### config.mk
export PLATFORM = sky130hd
export DESIGN_NAME = move_rotate_step_generator_flat
export DESIGN_NICKNAME = d
export VERILOG_FILES = /design/src/hw/rtl/mrsg_pkg.sv /design/src/hw/rtl/mrsg_req_if.sv /design/src/hw/rtl/mrsg_rsp_if.sv /design/src/hw/rtl/mrsg_csr_if.sv /design/src/hw/rtl/move_rotate_step_generator.sv /design/src/flat_wrapper.sv
export SDC_FILE = /design/constraint.sdc
export NUM_CORES = 1
export LEC_CHECK = 0
export ABC_AREA = 1
export ABC_CLOCK_PERIOD_IN_PS = 6000
export BUFFER_PORTS_ARGS = -buffer_cell sky130_fd_sc_hd__buf_2
export CORE_AREA = 2 2 216 218
export DETAILED_ROUTE_END_ITERATION = 16
export DIE_AREA = 0 0 218 220
export HOLD_SLACK_MARGIN = 0.05
export PLACE_DENSITY = 0.77
export SLEW_MARGIN = 20
export SYNTH_ARGS = -nofsm -noshare
export SYNTH_HDL_FRONTEND = slang
export SYNTH_SLANG_ARGS = --single-unit
### constraint.sdc
create_clock -name clock -period 6 [get_ports clock]
set_input_delay 0.6 -clock clock [delete_from_list [all_inputs] [get_ports clock]]
set_output_delay 0.6 -clock clock [all_outputs]
set_load 0.01 [all_outputs]
### src/hw/rtl/mrsg_pkg.sv
// Package for the move/rotate step generator.
// Holds field widths, command and register codes, speed caps and the
// saturation and per-tick bite functions. No dependencies.
package mrsg_pkg;

   // Field widths
   localparam int CmdW    = 3;
   localparam int AmtW    = 32;
   localparam int StepW   = 22;
   localparam int OdoW    = 48;
   localparam int CsrIdxW = 1;

   // Command codes
   localparam logic [CmdW-1:0] CMD_TICK       = 3'd0;
   localparam logic [CmdW-1:0] CMD_MOVE_BY    = 3'd1;
   localparam logic [CmdW-1:0] CMD_ROTATE_BY  = 3'd2;
   localparam logic [CmdW-1:0] CMD_CONTINUOUS = 3'd3;
   localparam logic [CmdW-1:0] CMD_CANCEL     = 3'd4;

   // Register indexes
   localparam logic [CsrIdxW-1:0] CSR_MOVE_SPEED = 1'd0;
   localparam logic [CsrIdxW-1:0] CSR_TURN_SPEED = 1'd1;

   // Speed limits: the per-axis maximum, never above 16.0 in Q16.16
   localparam int MAX_MOVE_SPEED = 1048576;
   localparam int MAX_TURN_SPEED = 1048576;
   localparam int SpeedCeil      = 1048576;
   localparam int MoveCap        = (MAX_MOVE_SPEED < SpeedCeil) ? MAX_MOVE_SPEED : SpeedCeil;
   localparam int TurnCap        = (MAX_TURN_SPEED < SpeedCeil) ? MAX_TURN_SPEED : SpeedCeil;

   // Ready threshold: magnitude below 0.1 in Q16.16
   localparam int ReadyLimit = 6554;

   typedef logic signed [StepW-1:0] step_type;
   typedef logic signed [AmtW-1:0]  amt_type;
   typedef logic signed [OdoW-1:0]  odo_type;

   // Clamp a signed speed to +/- cap
   function automatic step_type sat_speed(input step_type v, input step_type cap);
      step_type r;
      r = v;
      if (v > cap) begin
         r = cap;
      end else if (v < -cap) begin
         r = -cap;
      end
      return r;
   endfunction

   // Magnitude of a remainder, one bit wider so the most negative value fits
   function automatic logic [AmtW:0] rem_mag(input amt_type rem);
      logic [AmtW:0] x;
      x = {rem[AmtW-1], rem};
      return rem[AmtW-1] ? (~x + 1'b1) : x;
   endfunction

   // Bite of the remainder: the remainder itself, or |speed| with the remainder's sign
   function automatic step_type bite(input amt_type rem, input step_type spd);
      step_type a;
      step_type r;
      a = spd[StepW-1] ? -spd : spd;
      r = rem[StepW-1:0];
      if (rem_mag(rem) > {{(AmtW+1-StepW){1'b0}}, a}) begin
         r = rem[AmtW-1] ? -a : a;
      end
      return r;
   endfunction

endpackage

### src/hw/rtl/mrsg_req_if.sv
// Command channel of the move/rotate step generator.
// Depends on mrsg_pkg.
interface mrsg_req_if;
   import mrsg_pkg::*;

   logic            valid;
   logic            ready;
   logic [CmdW-1:0] command;
   amt_type         amount;

   modport source (output valid, output command, output amount, input ready);
   modport sink   (input valid, input command, input amount, output ready);
endinterface

### src/hw/rtl/mrsg_rsp_if.sv
// Result channel of the move/rotate step generator.
// Depends on mrsg_pkg.
interface mrsg_rsp_if;
   import mrsg_pkg::*;

   logic     valid;
   logic     ready;
   step_type step_move;
   step_type step_turn;
   logic     ready_res;
   odo_type  travelled;
   odo_type  turned;

   modport source (output valid, output step_move, output step_turn, output ready_res,
                   output travelled, output turned, input ready);
   modport sink   (input valid, input step_move, input step_turn, input ready_res,
                   input travelled, input turned, output ready);
endinterface

### src/hw/rtl/mrsg_csr_if.sv
// Register write channel of the move/rotate step generator.
// Depends on mrsg_pkg.
interface mrsg_csr_if;
   import mrsg_pkg::*;

   logic               valid;
   logic               ready;
   logic [CsrIdxW-1:0] index;
   step_type           data;

   modport source (output valid, output index, output data, input ready);
   modport sink   (input valid, input index, input data, output ready);
endinterface

### src/hw/rtl/move_rotate_step_generator.sv
// Top level of the move/rotate step generator.
// Depends on mrsg_pkg and the mrsg_req_if, mrsg_rsp_if and mrsg_csr_if interfaces.
//
// One command beat in, one result beat out, at a sustained rate of one beat per
// clock while the output is not stalled. A command is captured in an input
// register and resolved into the result register when the result slot is free.
// Remainders, mode flag and odometers change only when a result is loaded, so
// travelled, turned and ready_res are read straight from that state. The speed
// registers are saturated to their limits as they are written; write them only
// while no command is in flight. Register writes are always accepted.
module move_rotate_step_generator (
   input  logic           clock,
   input  logic           reset,
   mrsg_req_if.sink       req_bus,
   mrsg_rsp_if.source     rsp_bus,
   mrsg_csr_if.sink       csr_bus
);
   import mrsg_pkg::*;

   // Speed registers, stored already saturated
   step_type move_spd_ff, move_spd_in;
   step_type turn_spd_ff, turn_spd_in;

   // Input register
   logic            stg_vld_ff, stg_vld_in;
   logic [CmdW-1:0] stg_cmd_ff, stg_cmd_in;
   amt_type         stg_amt_ff, stg_amt_in;

   // Motion state
   logic    cont_ff, cont_in;
   amt_type rem_dist_ff, rem_dist_in;
   amt_type rem_ang_ff, rem_ang_in;
   odo_type odo_lin_ff, odo_lin_in;
   odo_type odo_ang_ff, odo_ang_in;

   // Result register
   logic     rsp_vld_ff, rsp_vld_in;
   step_type step_move_ff, step_move_in;
   step_type step_turn_ff, step_turn_in;

   logic     advance;
   logic     req_take;
   step_type sm;
   step_type st;

   // Handshake: input register moves on when the result slot is free
   assign advance  = stg_vld_ff && (!rsp_vld_ff || rsp_bus.ready);
   assign req_take = req_bus.valid && req_bus.ready;
   assign req_bus.ready = !stg_vld_ff || advance;
   assign csr_bus.ready = 1'b1;

   // Register writes
   always_comb begin
      move_spd_in = move_spd_ff;
      turn_spd_in = turn_spd_ff;
      if (csr_bus.valid) begin
         unique case (csr_bus.index)
            CSR_MOVE_SPEED: move_spd_in = sat_speed(csr_bus.data, StepW'(MoveCap));
            CSR_TURN_SPEED: turn_spd_in = sat_speed(csr_bus.data, StepW'(TurnCap));
         endcase
      end
   end

   // Input register next values
   always_comb begin
      stg_vld_in = stg_vld_ff;
      stg_cmd_in = stg_cmd_ff;
      stg_amt_in = stg_amt_ff;
      if (req_take) begin
         stg_vld_in = 1'b1;
         stg_cmd_in = req_bus.command;
         stg_amt_in = req_bus.amount;
      end else if (advance) begin
         stg_vld_in = 1'b0;
      end
   end

   // Command execution
   always_comb begin
      sm          = '0;
      st          = '0;
      cont_in     = cont_ff;
      rem_dist_in = rem_dist_ff;
      rem_ang_in  = rem_ang_ff;
      case (stg_cmd_ff)
         CMD_TICK: begin
            if (cont_ff) begin
               sm = move_spd_ff;
               st = turn_spd_ff;
            end else begin
               sm          = bite(rem_dist_ff, move_spd_ff);
               st          = bite(rem_ang_ff, turn_spd_ff);
               rem_dist_in = rem_dist_ff - AmtW'(sm);
               rem_ang_in  = rem_ang_ff - AmtW'(st);
            end
         end
         CMD_MOVE_BY: begin
            cont_in     = 1'b0;
            rem_dist_in = stg_amt_ff;
         end
         CMD_ROTATE_BY: begin
            cont_in    = 1'b0;
            rem_ang_in = stg_amt_ff;
         end
         CMD_CONTINUOUS: begin
            cont_in     = 1'b1;
            rem_dist_in = '0;
            rem_ang_in  = '0;
         end
         CMD_CANCEL: begin
            cont_in     = 1'b0;
            rem_dist_in = '0;
            rem_ang_in  = '0;
         end
         default: begin
         end
      endcase
      odo_lin_in   = odo_lin_ff + OdoW'(sm);
      odo_ang_in   = odo_ang_ff + OdoW'(st);
      step_move_in = sm;
      step_turn_in = st;
   end

   // Result valid
   always_comb begin
      rsp_vld_in = rsp_vld_ff;
      if (advance) begin
         rsp_vld_in = 1'b1;
      end else if (rsp_bus.ready) begin
         rsp_vld_in = 1'b0;
      end
   end

   // Registers
   always_ff @(posedge clock) begin
      if (reset) begin
         move_spd_ff <= '0;
         turn_spd_ff <= '0;
         stg_vld_ff  <= 1'b0;
         cont_ff     <= 1'b0;
         rem_dist_ff <= '0;
         rem_ang_ff  <= '0;
         odo_lin_ff  <= '0;
         odo_ang_ff  <= '0;
         rsp_vld_ff  <= 1'b0;
      end else begin
         move_spd_ff <= move_spd_in;
         turn_spd_ff <= turn_spd_in;
         stg_vld_ff  <= stg_vld_in;
         rsp_vld_ff  <= rsp_vld_in;
         if (advance) begin
            cont_ff     <= cont_in;
            rem_dist_ff <= rem_dist_in;
            rem_ang_ff  <= rem_ang_in;
            odo_lin_ff  <= odo_lin_in;
            odo_ang_ff  <= odo_ang_in;
         end
      end
      stg_cmd_ff <= stg_cmd_in;
      stg_amt_ff <= stg_amt_in;
      if (advance) begin
         step_move_ff <= step_move_in;
         step_turn_ff <= step_turn_in;
      end
   end

   // Outputs
   assign rsp_bus.valid     = rsp_vld_ff;
   assign rsp_bus.step_move = step_move_ff;
   assign rsp_bus.step_turn = step_turn_ff;
   assign rsp_bus.travelled = odo_lin_ff;
   assign rsp_bus.turned    = odo_ang_ff;
   assign rsp_bus.ready_res = (rem_mag(rem_dist_ff) < (AmtW+1)'(ReadyLimit)) &&
                              (rem_mag(rem_ang_ff) < (AmtW+1)'(ReadyLimit));

   // Checks
   a_advance_loads: assert property (@(posedge clock) disable iff (reset)
      advance |=> rsp_vld_ff)
      else $error("result not offered after advance");

   a_non_tick_zero: assert property (@(posedge clock) disable iff (reset)
      (advance && stg_cmd_ff != CMD_TICK) |=> (step_move_ff == '0 && step_turn_ff == '0))
      else $error("non-tick command produced a step");

   a_cont_no_rem: assert property (@(posedge clock) disable iff (reset)
      cont_ff |-> (rem_dist_ff == '0 && rem_ang_ff == '0))
      else $error("remainder pending in continuous mode");

endmodule
### src/flat_wrapper.sv
// flat-port wrapper written by rule: the top's interface ports become plain ports
module move_rotate_step_generator_flat import mrsg_pkg::*;
  (clock, reset, req_bus_valid, req_bus_command, req_bus_amount, req_bus_ready, rsp_bus_valid, rsp_bus_step_move, rsp_bus_step_turn, rsp_bus_ready_res, rsp_bus_travelled, rsp_bus_turned, rsp_bus_ready, csr_bus_valid, csr_bus_index, csr_bus_data, csr_bus_ready);
  mrsg_req_if req_bus_i ();
  mrsg_rsp_if rsp_bus_i ();
  mrsg_csr_if csr_bus_i ();
  input  logic clock;
  input  logic reset;
  input wire logic [$bits(req_bus_i.valid)-1:0] req_bus_valid;
  input wire logic [$bits(req_bus_i.command)-1:0] req_bus_command;
  input wire logic [$bits(req_bus_i.amount)-1:0] req_bus_amount;
  output wire logic [$bits(req_bus_i.ready)-1:0] req_bus_ready;
  output wire logic [$bits(rsp_bus_i.valid)-1:0] rsp_bus_valid;
  output wire logic [$bits(rsp_bus_i.step_move)-1:0] rsp_bus_step_move;
  output wire logic [$bits(rsp_bus_i.step_turn)-1:0] rsp_bus_step_turn;
  output wire logic [$bits(rsp_bus_i.ready_res)-1:0] rsp_bus_ready_res;
  output wire logic [$bits(rsp_bus_i.travelled)-1:0] rsp_bus_travelled;
  output wire logic [$bits(rsp_bus_i.turned)-1:0] rsp_bus_turned;
  input wire logic [$bits(rsp_bus_i.ready)-1:0] rsp_bus_ready;
  input wire logic [$bits(csr_bus_i.valid)-1:0] csr_bus_valid;
  input wire logic [$bits(csr_bus_i.index)-1:0] csr_bus_index;
  input wire logic [$bits(csr_bus_i.data)-1:0] csr_bus_data;
  output wire logic [$bits(csr_bus_i.ready)-1:0] csr_bus_ready;
  assign req_bus_i.valid = req_bus_valid;
  assign req_bus_i.command = req_bus_command;
  assign req_bus_i.amount = req_bus_amount;
  assign req_bus_ready = req_bus_i.ready;
  assign rsp_bus_valid = rsp_bus_i.valid;
  assign rsp_bus_step_move = rsp_bus_i.step_move;
  assign rsp_bus_step_turn = rsp_bus_i.step_turn;
  assign rsp_bus_ready_res = rsp_bus_i.ready_res;
  assign rsp_bus_travelled = rsp_bus_i.travelled;
  assign rsp_bus_turned = rsp_bus_i.turned;
  assign rsp_bus_i.ready = rsp_bus_ready;
  assign csr_bus_i.valid = csr_bus_valid;
  assign csr_bus_i.index = csr_bus_index;
  assign csr_bus_i.data = csr_bus_data;
  assign csr_bus_ready = csr_bus_i.ready;
  move_rotate_step_generator u_core (.clock(clock), .reset(reset), .req_bus(req_bus_i), .rsp_bus(rsp_bus_i), .csr_bus(csr_bus_i));
endmodule
==> flow_metrics.tcl, run 1 <==
set metrics [dict create \
    slowest_stage "ha_1" \
    period_minus_slack_ns 5.78 \
    drt_iter0_drc 2568 \
    drv_cap 0 \
    worstPathRequired_ns 6.47 \
    final-max-slew-violation-count 0 \
    hold_viol_final 0 \
    fin_crit_sh 0.963 \
    async_reset_ff_frac 0 \
    synth.area.mux_share 0.000402 \
    ant_nets 0 \
    regArea_sq_um 6520 \
    routed_wirelength_mm 90.0 \
    synth-edff-count 79 \
    ir_worst_vdd_mv 0.253 \
    antenna_found_initial 3 \
    start_kind "register" \
    row_count 79 \
    ys_ff_latch 286 \
    setup_viol 0 \
    firstDrtPassIters 6 \
    crit_top_cell "nand2_1" \
    tightestPinTransition_ns 1.12 \
    dp_hpwl_mm 66.8 \
    synth_adder_area_share 0.105 \
    synth.most_common_cell "nand2_1" \
    maxSlewHeadroom 0.255 \
    io_buffer_count 205 \
    clock_sinks 286 \
    top_layer "met5" \
    grt_pass1_wl_mm 136 \
    cts_made_buffers 36 \
    multi_input_area_sq_um 17300 \
    clock_latency_ns 0.59 \
    power.density_nw_per_um2 277 \
    synthCells 3727 \
    outcome "finished, final reports clean" \
    track_usage 0.355 \
    grt-ovfl-total 0 \
    synthDominantCellAreaShare 0.167 \
    power_mw 8.77 \
    fillerInstances 3971 \
    grt_pass1_vias 25800 \
    p_leak_nw 16.0 \
    vias 28300 \
    synth_top_family_by_area "simple AND/OR/NAND/NOR gates" \
    cpPeakStageDelay_ns 0.33 \
    path_clk_slew_ns 0.06 \
    die_w_um 218 \
    hp-class "primary input to register" \
    critical_path_class "register to register" \
    synthTopCellsByCount "648 x nand2_1, 472 x nor2_1, 463 x inv_1" \
    critPathMaxFanout 13 \
    start_util 0.542 \
    hold_buffers 0 \
    dr_wl_met3_mm 8.36 \
    ys_seq_area_frac 0.262 \
    wl_met2_mm 39.7 \
    design.die.area_sq_um 48000 \
    synth_compound_area_frac 0.223 \
    drive_gt1_frac 0.222 \
    cts_tree "built" \
    drc 0 \
    synth-simple-area-share 0.244 \
    synthXorXnorAreaFrac 0.0760 \
    grt_max_degree 105 \
    core_sq_um 45900 \
    via_per_inst 5.79 \
    fin_nets 4520 \
    synth_top_cell_by_area "dfxtp_1" \
    final_core_util 0.691 \
    max_freq_mhz 173 \
    root_buffer "clkbuf_16" \
    arrival_ns 6.25 \
    final.setup_skew_ns 0.0378 \
    area_growth_pct 27.4 \
    ys_types 67 \
    synth_nets 3996 \
    syn_area_per_cell_sq_um 6.67 \
    cts_htree_levels 2 \
    synth_area_leaders "dfxtp_1 17%, ha_1 10%, nand2_1 9.8%" \
    tns_ns 0 \
    synth_warnings 0 \
    cts_max_path_buffers 3 \
    synth_area_sq_um 24900 \
    ys.flop_type "dfxtp_1" \
    gp_congestion 1.02 \
    die_h_um 220 \
    wl_met1_mm 37.5 \
    post_drt_wl_per_cell_um 18.4 \
    endpoint_kind "register" \
    num_io_pins 207 \
]
## sequential cells by signal (all words and copies together) (netlist names), 3 cells and up
register	cells
u_core.rsp_bus.travelled	48
u_core.rsp_bus.turned	48
u_core.rem_ang_ff	32
u_core.rem_dist_ff	32
u_core.stg_amt_ff	32
u_core.move_spd_ff	22
u_core.rsp_bus.step_move	22
u_core.rsp_bus.step_turn	22
u_core.turn_spd_ff	22
u_core.stg_cmd_ff	3
## kinds of logic (layout without fill, tap and decap cells)
kind of cell / Yosys count / count (layout)
other: 1 / 2
XOR/XNOR: 214 / 214
multiplexers: 1 / 1
AND/OR/NAND/NOR: 1451 / 1451
adder cells (fa/ha/maj): 206 / 206
buffers and inverters: 581 / 1133
flip-flops: 286 / 286
AO/OA/AOI/OAI: 987 / 987
## layout by cell type (no fill, tap or decap), types with 26 or more instances in the layout
cell type    n
nand2_1    625
inv_1      460
nor2_1     445
buf_4      383
a21oi_1    354
o21ai_0    275
buf_2      205
dfxtp_1    205
ha_1       177
nand3_1    167
xor2_1     152
edfxtp_1    79
a21oi_2     50
xnor2_1     47
o21ai_2     46
a31oi_1     42
nand4_1     41
clkbuf_16   41
nor3_1      40
o21ai_1     38
nor2_2      32
nand2_2     28
a221oi_1    26
## cell type report
type,instances,area share
multi-input combinational,2860,0.547
sequential,286,0.206
timing repair buffer,597,0.128
inverter,470,0.0558
clock buffer,43,0.0316
tap,607,0.0240
clock inverter,23,0.00806
antenna,1,0.0000790
## repair_timing
item,in CTS,in global routing
resized for setup,16,279
setup endpoints to repair,26,111
cloned,0,2
pin swaps,5,81
setup buffers,6,39
## critical path, delay by kind of cell (launching register included)
kind	cells	cell delay, ns
flops	1	0.31
compound gates	11	1.90
buf+inv	5	0.64
fa+ha+maj	3	0.82
xor+xnor	2	0.39
simple gates	19	1.61
## power by group
part / total, mW / internal [mW] / switching (mW) / leakage [nW]
Sequential: 2.24 / 2.11 / 0.130 / 2.49
Clock: 2.33 / 1.35 / 0.980 / 0.614
Combinational: 4.20 / 1.66 / 2.54 / 12.9
## path summary, 6_finish.rpt
check	end	slack [ns]	start	cells past startpoint
worst max-delay path	u_core.rsp_bus.travelled[21]	0.22	u_core.rem_dist_ff[1]	40
worst min-delay path	u_core.stg_cmd_ff[1]	0.19	req_bus_command[1]	1
worst max register to register	u_core.rsp_bus.travelled[21]	0.22	u_core.rem_dist_ff[1]	40
worst min register to register	u_core.rsp_bus.turned[47]	0.51	u_core.rsp_bus.turned[47]	2
## through the flow
stage | std cells | setup WS [ns] | hold slack (ns) | area, sq um
finish | 4887 | 0.223 | 0.188 | 31700
global route | 4886 | -0.135 | 0.184 | 31700
CTS | 4844 | -0.0129 | 0.175 | 30100
detailed placement | 4772 | -0.316 | 0.497 | 28800
global placement | 4772 | -0.222 | 0.492 | 28800
floorplan | 3727 | 0.274 | 0.490 | 24900
## per-layer routing
layer,up-vias,global-route usage
li1,13700,-
met1,13100,0.473
met2,1299,0.564
met3,247,0.0566
met4,4,0.166
met5,-,0
No activity file was read; power rests on OpenSTA's default activity.
==> inputs of run 2 (changes only) <==
- CORE_AREA: 2 2 216 218 -> 2 2 198 238
- DIE_AREA: 0 0 218 220 -> 0 0 200 240
==> flow_metrics.tcl, run 2 (synthesized netlist as in run 1, its figures left out) <==
set metrics [dict create \
    hp-class "primary input to register" \
    diodes 0 \
    clock_latency_ns 0.57 \
    final.setup_skew_ns 0.0316 \
    min_path_cells 1 \
    drt_iter0_drc 2128 \
    grt_max_degree 90 \
    ant_nets 0 \
    design.die.area_sq_um 48000 \
    arrival_ns 6.14 \
    drive_gt1_frac 0.224 \
    hold_viol_final 0 \
    grt_use_met1 0.439 \
    max_freq_mhz 176 \
    fin_nets 4487 \
    r2r_slack_ns 0.32 \
    gp_congestion 1.01 \
    row_count 86 \
    post_drt_wl_per_cell_um 18.3 \
    layout_commonest_cell "nand2_1" \
    grt_busiest_layer "met2" \
    area_growth_pct 26.6 \
    cts_made_buffers 34 \
    drv_cap 0 \
    cts_max_path_buffers 3 \
    path_clk_slew_ns 0.07 \
    cts_htree_levels 2 \
    grt_pass1_vias 25900 \
    start_util 0.544 \
    dp_hpwl_mm 67.5 \
    endpoint_kind "register" \
    vias 28000 \
    maxSlewHeadroom 0.251 \
    firstDrtPassIters 6 \
    root_buffer "clkbuf_16" \
    power.density_nw_per_um2 276 \
    final_cell_count_no_fill 4860 \
    cts_tree "built" \
    grt_pass1_wl_mm 133 \
    final-max-slew-violation-count 0 \
    core_sq_um 45700 \
    die_w_um 200 \
    grt-ovfl-total 0 \
    reg2reg_depth 41 \
    r2r_end "u_core.rsp_bus.turned[40]" \
    via_per_inst 5.76 \
    met2_usage 0.592 \
    slowest_stage "ha_1" \
    dp.cells 4746 \
    start_kind "register" \
    p_leak_nw 15.8 \
    num_io_pins 207 \
    fin_crit_sh 0.946 \
    tightestPinTransition_ns 1.12 \
    min_from "req_bus_amount[14]" \
    cpPeakStageDelay_ns 0.36 \
    startpoint "u_core.rem_ang_ff[0]" \
    tns_ns 0 \
    die_h_um 240 \
    critical_path_class "register to register" \
    track_usage 0.352 \
    routed_wirelength_mm 88.9 \
    setup_viol 0 \
    antenna_found_initial 3 \
    clock_sinks 286 \
    drc 0 \
    final_cell_mix "621 x nand2_1, 452 x inv_1, 440 x nor2_1" \
    io_buffer_count 205 \
    rsz0062_at_grt "true" \
    critPathMaxFanout 8 \
    hold_buffers 0 \
    rr_startpoint "u_core.rem_ang_ff[0]" \
    outcome "finished, final reports clean" \
    period_minus_slack_ns 5.68 \
    crit_top_cell "nand2_1" \
    ir_worst_vdd_mv 0.244 \
    worstPathRequired_ns 6.46 \
    holdPathEnd "u_core.stg_amt_ff[14]" \
    grt.met3_usage 0.0628 \
]
run 2: cell types whose count changed in the layout (fill, tap and decap cells not counted), moves of 6 or more:
| cell | previous run | this run |
|---|---|---|
| ha_1 | 177 | 170 |
| buf_4 | 383 | 349 |
| a21oi_2 | 50 | 39 |
| ha_2 | 10 | 17 |
| inv_2 | 9 | 16 |
| inv_1 | 460 | 452 |
| a21oi_1 | 354 | 365 |
| o21ai_2 | 46 | 52 |
| a31oi_1 | 42 | 48 |
| o22ai_1 | 23 | 14 |
| o22ai_2 | 11 | 23 |
run 2: layout make-up:
type,instances,area (sq um)
sequential,286,6520
clock inverter,22,225
multi-input combinational,2861,17400
timing repair buffer,565,3850
inverter,470,1770
clock buffer,40,925
fill,3981,14200
tap,616,771
run 2: metrics by stage:
step | cell area (sq um) | setup slack (ns) | hold slack (ns) | power, mW | util
floorplan | 24900 | 0.274 | 0.490 | 4.70 | -
global placement | 28600 | -0.328 | 0.496 | 5.99 | 0.625
detailed placement | 28600 | -0.346 | 0.508 | 6.02 | 0.625
CTS | 29800 | 0.00197 | 0.202 | 8.20 | 0.651
global route | 31500 | -0.244 | 0.213 | 9.20 | 0.688
finish | 31500 | 0.322 | 0.213 | 8.69 | 0.688
run 2: worst max-delay path by stage:
stage | endpoint | slack [ns] | cells past startpoint
2_1_floorplan | u_core.rsp_bus.turned[22] | 0.27 | 43
3_3_place_gp | u_core.rsp_bus.travelled[45] | -0.33 | 42
3_5_place_dp | u_core.rsp_bus.travelled[45] | -0.35 | 42
4_1_cts | u_core.rem_dist_ff[22] | 0.002 | 46
5_1_grt | u_core.rem_dist_ff[30] | -0.24 | 40
6_report | u_core.rsp_bus.turned[40] | 0.32 | 41
run 2: metal layers:
layer	vias up	part of all wire	wire, um
met5	-	0.00042	37
met4	6	0.048	4260
met3	259	0.084	7500
met2	1177	0.47	41500
met1	13000	0.40	35600
li1	13600	-	-
run 2: repair_timing:
item	in CTS	in global routing
gates cloned	0	4
setup endpoints to repair	28	117
setup buffers	1	46
resized for setup	16	317
pin swaps	1	93
run 2: critical path: cells and delay by family, from the launching register on:
| family | cells | cell delay, ns |
|---|---|---|
| flops | 1 | 0.31 |
| simple gates | 21 | 2.02 |
| compound gates | 10 | 1.49 |
| fa+ha+maj | 3 | 0.88 |
| buf+inv | 5 | 0.61 |
| xor+xnor | 2 | 0.26 |
run 2: where the power goes:
group | leakage [nW] | switching, mW | internal, mW | total (mW)
registers | 2.49 | 0.131 | 2.11 | 2.24
clock network | 0.558 | 0.935 | 1.22 | 2.16
logic | 12.8 | 2.58 | 1.71 | 4.29
